[src/design/mse_pkg.sv]
package mse_pkg;
  localparam int MaxKeys  = 64;
  localparam int KeyWidth = 64;
  localparam int IdxW     = $clog2(MaxKeys);
  localparam int CntW     = $clog2(MaxKeys + 1);

  // Front-to-back queue entry: one input item.
  typedef struct packed {
    logic [KeyWidth-1:0] key;
    logic                last;
  } item_t;

  localparam int QDepth = 2;
endpackage

[src/design/mse_front.sv]
module mse_front (
  input  logic                 clk,
  input  logic                 rst,
  input  logic                 in_valid,
  output logic                 in_ready,
  input  logic [63:0]          in_key,
  input  logic                 in_last,
  output logic                 q_valid,
  input  logic                 q_ready,
  output mse_pkg::item_t       q_item
);
  localparam int PW = $clog2(mse_pkg::QDepth);

  mse_pkg::item_t  buffer [mse_pkg::QDepth];
  logic [PW-1:0]   wr_ptr;
  logic [PW-1:0]   rd_ptr;
  logic [PW:0]     fill;
  logic            push;
  logic            pop;

  assign in_ready = (fill != PW'(0) + (PW+1)'(mse_pkg::QDepth));
  assign push     = in_valid && in_ready;
  assign q_valid  = (fill != '0);
  assign pop      = q_valid && q_ready;
  assign q_item   = buffer[rd_ptr];

  always_ff @(posedge clk) begin
    if (rst) begin
      wr_ptr <= '0;
      rd_ptr <= '0;
      fill   <= '0;
    end else begin
      if (push) begin
        buffer[wr_ptr].key  <= in_key[mse_pkg::KeyWidth-1:0];
        buffer[wr_ptr].last <= in_last;
        wr_ptr <= wr_ptr + PW'(1);
      end
      if (pop) begin
        rd_ptr <= rd_ptr + PW'(1);
      end
      fill <= fill + (PW+1)'(push) - (PW+1)'(pop);
    end
  end

  a_fill_bound: assert property (@(posedge clk) disable iff (rst)
    fill <= (PW+1)'(mse_pkg::QDepth)) else $error("queue overfilled");
  a_no_push_full: assert property (@(posedge clk) disable iff (rst)
    fill == (PW+1)'(mse_pkg::QDepth) |-> !push) else $error("push when full");
  a_fill_step: assert property (@(posedge clk) disable iff (rst)
    push && !pop |=> fill == $past(fill) + (PW+1)'(1)) else $error("fill count slip");
endmodule

[config.mk]
export PLATFORM = sky130hd
export DESIGN_NAME = mse_front
export DESIGN_NICKNAME = d
export VERILOG_FILES = /design/src/design/mse_pkg.sv /design/src/design/mse_front.sv
export SDC_FILE = /design/constraint.sdc
export NUM_CORES = 1
export LEC_CHECK = 0
export BUFFER_PORTS_ARGS = -buffer_cell sky130_fd_sc_hd__buf_2
export CAP_MARGIN = 20
export CORE_ASPECT_RATIO = 1.25
export CORE_MARGIN = 1.5
export CORE_UTILIZATION = 25
export DETAILED_ROUTE_END_ITERATION = 12
export PLACE_DENSITY = 0.44
export SLEW_MARGIN = 40
export SYNTH_ARGS = -nofsm -noshare
export SYNTH_HDL_FRONTEND = slang
export SYNTH_SLANG_ARGS = --single-unit
[constraint.sdc]
create_clock -name clk -period 14.3 [get_ports clk]
set_input_delay 4.29 -clock clk [delete_from_list [all_inputs] [get_ports clk]]
set_output_delay 4.29 -clock clk [all_outputs]
set_load 0.03 [all_outputs]
After elaboration in Yosys (flattened, before gate mapping)
Memories as Yosys holds them, arrays and structs flattened. A register that Yosys moved wholly into a read port is not among the register bits.
Index checks and enable logic that the tools add are counted.
W data, S select, Z words.
- register bits: 4
- RAM bits: 130
- input bits: 69
- output and inout bits: 67
- logic and storage cells: 17
- memories kept: 1
- memories (name ; depth ; bits a word ; rd ports ; clocked after memory_dff ; wr ports ; line ; text):
    buffer ; 2 ; 65 ; 1 ; 1 ; 1 ; mse_front.sv:14 ; mse_pkg::item_t buffer [mse_pkg::QDepth];
- add/sub/neg operators: 4
- equal/unequal tests: 1
- multiplexer cells: 5
- reductions and logical operators: 3
- operators by type and width (kind ; number):
    $mux W1 ; 5
    $add A1 B1 Y1 const B ; 2
    $add A2 B1 Y2 ; 1
    $logic_and A1 B1 Y1 ; 2
    $ne A2 B2 Y1 const B ; 1
    $reduce_bool A2 Y1 ; 1
    $sub A2 B1 Y2 ; 1

Logic depth before layout (Yosys ltp)
Gate-level depths: netlist of the first run.
- word-level depth: 5
- gate-level depth with buffers: 8
- gate-level depth less buffers: 8

Least setup slack after synthesis of the first run
No wires, ideal clock.
- path kind: input to register
- start: input in_valid
- end: memory buffer[1][0] (netlist bit), enable pin
- library setup time: 0.583 ns
- data arrival time: 9.129 ns
- data required time: 13.717 ns
- path slack: 4.588 ns
- cell stages on the path: 2
- path buffers: 0
- cell sequence: nand2_2 -> nor3b_1
- word-level cells in the longest chain between the ends: 4
- RTL lines (element ; line ; text):
    start, declared ; mse_front.sv:4 ; input logic in_valid,
    $logic_and A1 B1 Y1 ; mse_front.sv:22 ; assign push = in_valid && in_ready;
    $mux W1 ; mse_front.sv:33 ; if (push) begin
    $mux W1 ; mse_front.sv:28 ; if (rst) begin
    $mux W1 (implied by the code) ; mse_front.sv:35 ; buffer[wr_ptr].last <= in_last;
    end, declared ; mse_front.sv:14 ;
No other way between the ends.

==> metrics.yaml, run 1 <==
outcome: "finished, final reports clean"
yosys_most_used_dff: "edfxtp_1"
first_pass_grt_wire_length_um: 14840
gr-usage-all-layers: 0.09492
grt_overflow: 0
placeable_core_region_mm2: 0.02010
critical_path_depth: 3
via_count: 2546
final_critical_delay_including_setup_and_external_delays_ns: 6.657
timing.reg2reg.setup_slack_ns: 12.63
fin_total_pwr_mw: 1.254
power.switching_mw: 0.3819
grt_setup_unrepaired: "no"
routed_via_density: 3.858
final_core_utilization: 0.3317
cp_data_arrival_time_ns: 2.37
critPathMaxFanout: 42
initialDrtViolationCount: 82
flow.area_growth_from_synthesis_pct: 29.94
final_layout_size_suffix_gt1_frac: 0.6077
irDropWorstVdd_mv: 0.06952
swShare: 0.3046
grt_antenna_before_repair: 1
rows: 58
number_of_routed_nets_with_antenna_violations: 0
gpl.final_weighted_congestion: 0.6361
port_buffers: 135
power_report.internal_total_mw: 0.8719
fin_hold_ws_ns: 0.5226
synth_edf_count: 130
syn-cell-area_mm2: 0.005131
grt_pass1_vias: 2766
hold_class: "reg -> reg"
detailed_route_wire_length_per_cell_um: 14.50
synth.distinct_cells: 19
relSlewSlack: 0.5045
maxCapViolations: 0
slew_violations: 0
worst_path_largest_cell_delay_ns: 0.69
clockBufferDepth: 2
max_freq_mhz: 150.2
hold_viol_final: 0
yosys_warnings: 0
power.share.combinational: 0.277
floorplan.die_area_mm2: 0.02140
numCtsBuffers: 17
start_kind: "register"
synthesis.instances: 227
crit_type: "reg -> out"
starting_utilization_of_the_core_area: 0.2553
clock_skew_ns: 0.006363
worstHoldPathCells: 2
synthesis.nets: 298
most_frequent_cell_after_synthesis: "edfxtp_1"
clkPwrFrac: 0.322
cp_num_buf_inv: 2
clk_root_buffer_cell: "clkbuf_16"
clkLatencyLatePin_ns: 0.41
cts_hold_buffers: 0
average_cell_area_after_synthesis_um2: 22.60
synth_commonest_cells: "edfxtp_1 (130), mux2_4 (50), mux2_2 (16)"
die_h_um: 163.2
ys_ff_latch: 135
io-pin-count: 136
ys_async_sr_fraction: 0
cp_data_required_time_ns: 10.01
synth_top_area_cells: "edfxtp_1 (76%), mux2_4 (15%), mux2_2 (3.5%)"
cts_tree: "yes"
cts-resized-gates: 0
final-setup-viol-count: 0
clk_pin_slew_ns: 0.05
p_per_area_mw_per_mm2: 188.0
tritoncts_num_sinks: 135
totalNegativeSetupSlack_ns: 0
p_seq_frac: 0.401
number_of_diodes: 0
detailed_place_hpwl_um: 6139
grt_start_max_net_pins: 43
finish.instance_area_mm2: 0.006668
static-leakage-power_nw: 2.534
synthDominantAreaCellType: "edfxtp_1"
netlist.area_leader.share: 0.7608
placedInstanceArea_mm2: 0.006123
critical_path.slowest_cell: "buf_4"
floorplan.die.width_um: 131.1
detailedRoute.firstPassIterationCount: 4
cts.repair_timing.setup_buffer_count: 0
crit_chain: "buf_4, mux2_2, buf_2"
worst_r2r_path_depth: 4
layout.nets: 450
route.detailed.drc: 0
yosysSeqAreaShare: 0.7803
worst_pin_slew_ns: 0.7432
worst_path_dominant_cell_family: "buffers and inverters"
cp-end-kind: "output port"
period_utilization: 0.4655
finalWirelength_um: 9567
cts_htree_levels: 4
[path summary, 6_finish.rpt]
check,start,endpoint
setup / recovery,register,q_item[61]
hold / removal,rd_ptr$_SDFFE_PP0P_,rd_ptr$_SDFFE_PP0P_
setup reg to reg,fill[0]$_SDFF_PP0_,buffer[1][19]$_DFFE_PP_
hold reg to reg,rd_ptr$_SDFFE_PP0P_,rd_ptr$_SDFFE_PP0P_
[layout make-up]
cell class,instances,area (um^2)
Fill cell,1967,13430
Clock inverter,10,107.6
Multi-Input combinational cell,84,1061
Clock buffer,20,436.7
Inverter,1,3.754
Tap cell,270,337.8
Sequential cell,135,4008
Timing Repair Buffer,140,713.2
[power by group through the flow]
stage	registers, mW	clock network, mW	logic (mW)
detailed placement	0.512	0	0.355
floorplan	0.500	0	0.287
CTS	0.504	0.420	0.356
global placement	0.510	0	0.353
global route	0.509	0.433	0.371
finish	0.503	0.404	0.347
[worst register-to-register path: stages, from the launching register on]
cell	delay [ns]
dfxtp_1	0.36
nand2b_1	0.15
nand2_2	0.11
nor3b_2	0.21
buf_4	0.45
[cell usage in the layout (no fill, tap or decap), types with 2 or more instances in the layout]
cell | Yosys | layout
edfxtp_1 | 130 | 130
bufinv_16 | 0 | 2
buf_4 | 0 | 5
clkinvlp_4 | 0 | 2
ha_1 | 2 | 2
dfxtp_1 | 5 | 4
clkinv_2 | 0 | 4
clkbuf_16 | 0 | 17
nor2b_1 | 2 | 2
buf_2 | 1 | 135
nor2_1 | 4 | 4
mux2_2 | 16 | 16
mux2_4 | 50 | 50
clkbuf_1 | 0 | 3
[registers in the layout, summed over array words and instances, names as in the netlist, named ones only]
name,flops
rd_ptr,1
wr_ptr,1
buffer,130
fill,2
[logic make-up (layout without fill, tap and decap cells)]
logic type      after synthesis  count (layout)  synth area share
compound gates                1               1          0.001464
xor+xnor                      2               2          0.003414
fa+ha+maj                     2               2          0.004876
buf+inv                       8             171           0.01487
flops                       135             135            0.7803
mux                          66              66            0.1814
simple gates                 13              13           0.01366
[through the flow]
step | cells | setup WS [ns]
6_report | 660 | 7.643
5_1_grt | 660 | 7.478
4_1_cts | 660 | 7.548
3_5_place_dp | 630 | 8.009
3_3_place_gp | 630 | 8.023
2_1_floorplan | 227 | 4.588
[routing by layer]
layer  up-vias  track usage  routed length, um
met3         9      0.04252                691
li1       1198            -                  -
met4         0      0.04597                140
met2        86       0.1585               4886
met1      1253       0.1031               3848
met5         -            0                  0
Note: power is estimated with default switching activity, not from simulation.
==> run 2, diff against run 1 <==
Clock period 14.3 ns to 6.85 ns, I/O delays scaled along.
==> run 2 against run 1 <==
  * Global-route usage decreased by 0.14 points
  * Final area increased by 0.45%
  * Die area unchanged
  * Sequential cell count unchanged
  * Clock skew increased by 0.00066 ns
==> metrics.yaml, run 2 (synthesis gave the netlist of run 1 again) <==
max_freq_mhz: 226.9
maxCapViolations: 0  # unchanged
instances_no_fill: 662  # +0.30%
finalWirelength_um: 9723  # +1.6%
totalNegativeSetupSlack_ns: 0  # unchanged
start_kind: "register"
cp-end-kind: "output port"
largest_register: "buffer"
grt_antenna_before_repair: 1  # unchanged
fillers: 1992  # +1.3%
first_pass_grt_wire_length_um: 14780  # -0.42%
grt_overflow: 0  # unchanged
placeable_core_region_mm2: 0.02010  # unchanged
largest_register_ffs: 130  # unchanged
detailed_place_hpwl_um: 6207  # +1.1%
irDropWorstVdd_mv: 0.1453  # +110%
floorplan.die_area_mm2: 0.02140  # unchanged
crit_chain: "buf_4, mux2_2, buf_2"
grt_pass1_vias: 2718  # -1.7%
gpl.final_weighted_congestion: 0.6447  # +1.4%
grt_setup_unrepaired: "no"
hold_viol_final: 0  # unchanged
cp_data_arrival_time_ns: 2.35  # -0.02 ns
detailedRoute.firstPassIterationCount: 4  # unchanged
grt_start_max_net_pins: 43  # unchanged
final_critical_delay_including_setup_and_external_delays_ns: 4.407
numCtsBuffers: 17  # unchanged
cts-resized-gates: 0  # unchanged
port_buffers: 135  # unchanged
cp_data_required_time_ns: 4.80  # -5.21 ns
cts_hold_buffers: 0  # unchanged
hold_class: "reg -> reg"
layout.nets: 450  # unchanged
critical_path.slowest_cell: "dfxtp_4"
clkLatencyLatePin_ns: 0.41  # about the same
clock_skew_ns: 0.007026  # +0.0006632 ns
starting_utilization_of_the_core_area: 0.2553  # unchanged
cp_num_buf_inv: 2  # unchanged
relSlewSlack: 0.5682  # +0.06366
worst_path_dominant_cell_family: "buffers and inverters"
layout_common_cells: "buf_2 (135), edfxtp_1 (130), mux2_4 (50)"
via_count: 2572  # +1.0%
p_per_area_mw_per_mm2: 393.9  # +110%
critPathMaxFanout: 35  # -17%
period_utilization: 0.6434
io-pin-count: 136  # unchanged
cts.repair_timing.setup_buffer_count: 0  # unchanged
initialDrtViolationCount: 141  # +72%
clockBufferDepth: 2  # unchanged
detailed_route_wire_length_per_cell_um: 14.69  # +1.3%
rows: 58  # unchanged
static-leakage-power_nw: 2.543  # +0.36%
clk_root_buffer_cell: "clkbuf_16"
flow.area_growth_from_synthesis_pct: 30.53
gr-usage-all-layers: 0.09350  # -0.001415
clk_pin_slew_ns: 0.06  # about the same
die_h_um: 163.2  # unchanged
number_of_routed_nets_with_antenna_violations: 0  # unchanged
route.detailed.drc: 0  # unchanged
worst_path_largest_cell_delay_ns: 0.70  # about the same
leading_registers_by_flop_count: "buffer: 130 flops, fill: 2 flops"
layout.cells.most_common: "buf_2"
placed_cells_incl_taps: 630  # unchanged
cts_tree: "yes"
final-setup-viol-count: 0  # unchanged
cts_htree_levels: 4  # unchanged
floorplan.die.width_um: 131.1  # unchanged
slew_violations: 0  # unchanged
crit_type: "reg -> out"
routed_via_density: 3.885  # +0.72%
final_layout_size_suffix_gt1_frac: 0.6061  # -0.001554
outcome: "finished, final reports clean"
worst_pin_slew_ns: 0.6477  # -0.09550 ns
tritoncts_num_sinks: 135  # unchanged
[run 2: final timing paths]
kind                        from                      end  slack [ns]  depth (start not counted)
max                     register               q_item[53]        2.44                          3
min          rd_ptr$_SDFFE_PP0P_                 register        0.52                          2
max reg2reg   fill[0]$_SDFF_PP0_  buffer[1][23]$_DFFE_PP_        5.04                          4
min reg2reg  rd_ptr$_SDFFE_PP0P_                 register        0.52                          2
[run 2: metrics by stage]
stage                     instance area (um^2)  worst slack, ns  power (mW)  hold WS (ns)  utilization
after floorplan                           5141            1.686       1.637        0.4809            -
after global placement                    6136            2.830       1.800        0.5027       0.3052
final                                     6698            2.443       2.638        0.5160       0.3332
after global routing                      6695            2.296       2.758        0.5395       0.3331
after CTS                                 6695            2.352       2.686        0.5208       0.3331
after detailed placement                  6136            2.805       1.809        0.5012       0.3052
[run 2: area by class of cell]
cell class,instances,area [um^2],area share
Sequential cell,135,4008,0.5984
Multi-Input combinational cell,84,1074,0.1603
Timing Repair Buffer,140,713.2,0.1065
Clock buffer,17,425.4,0.06352
Tap cell,270,337.8,0.05044
Clock inverter,14,133.9,0.01999
Inverter,1,3.754,0.0005604
Antenna cell,1,2.502,0.0003736
[run 2: layer usage]
| metal | vias to the layer above | routed length (um) | global-route usage |
|---|---|---|---|
| li1 | 1196 | - | - |
| met1 | 1274 | 3933 | 0.09956 |
| met2 | 88 | 5000 | 0.1597 |
| met3 | 14 | 635 | 0.04004 |
| met4 | 0 | 153 | 0.04597 |
| met5 | - | 0 | 0 |
[run 2: report_power, final]
part	switching (mW)	total, mW	leakage, nW	internal, mW
logic	0.424	0.719	1.04	0.295
registers	0.0575	1.06	1.23	0.999
clock network	0.334	0.863	0.267	0.529
[run 2: tightest hold or removal path: cells and delay by family, from the launching register on]
kind | cells | cell delay, ns
XOR/XNOR | 1 | 0.08
flip-flops | 1 | 0.32
AND/OR/NAND/NOR | 1 | 0.07
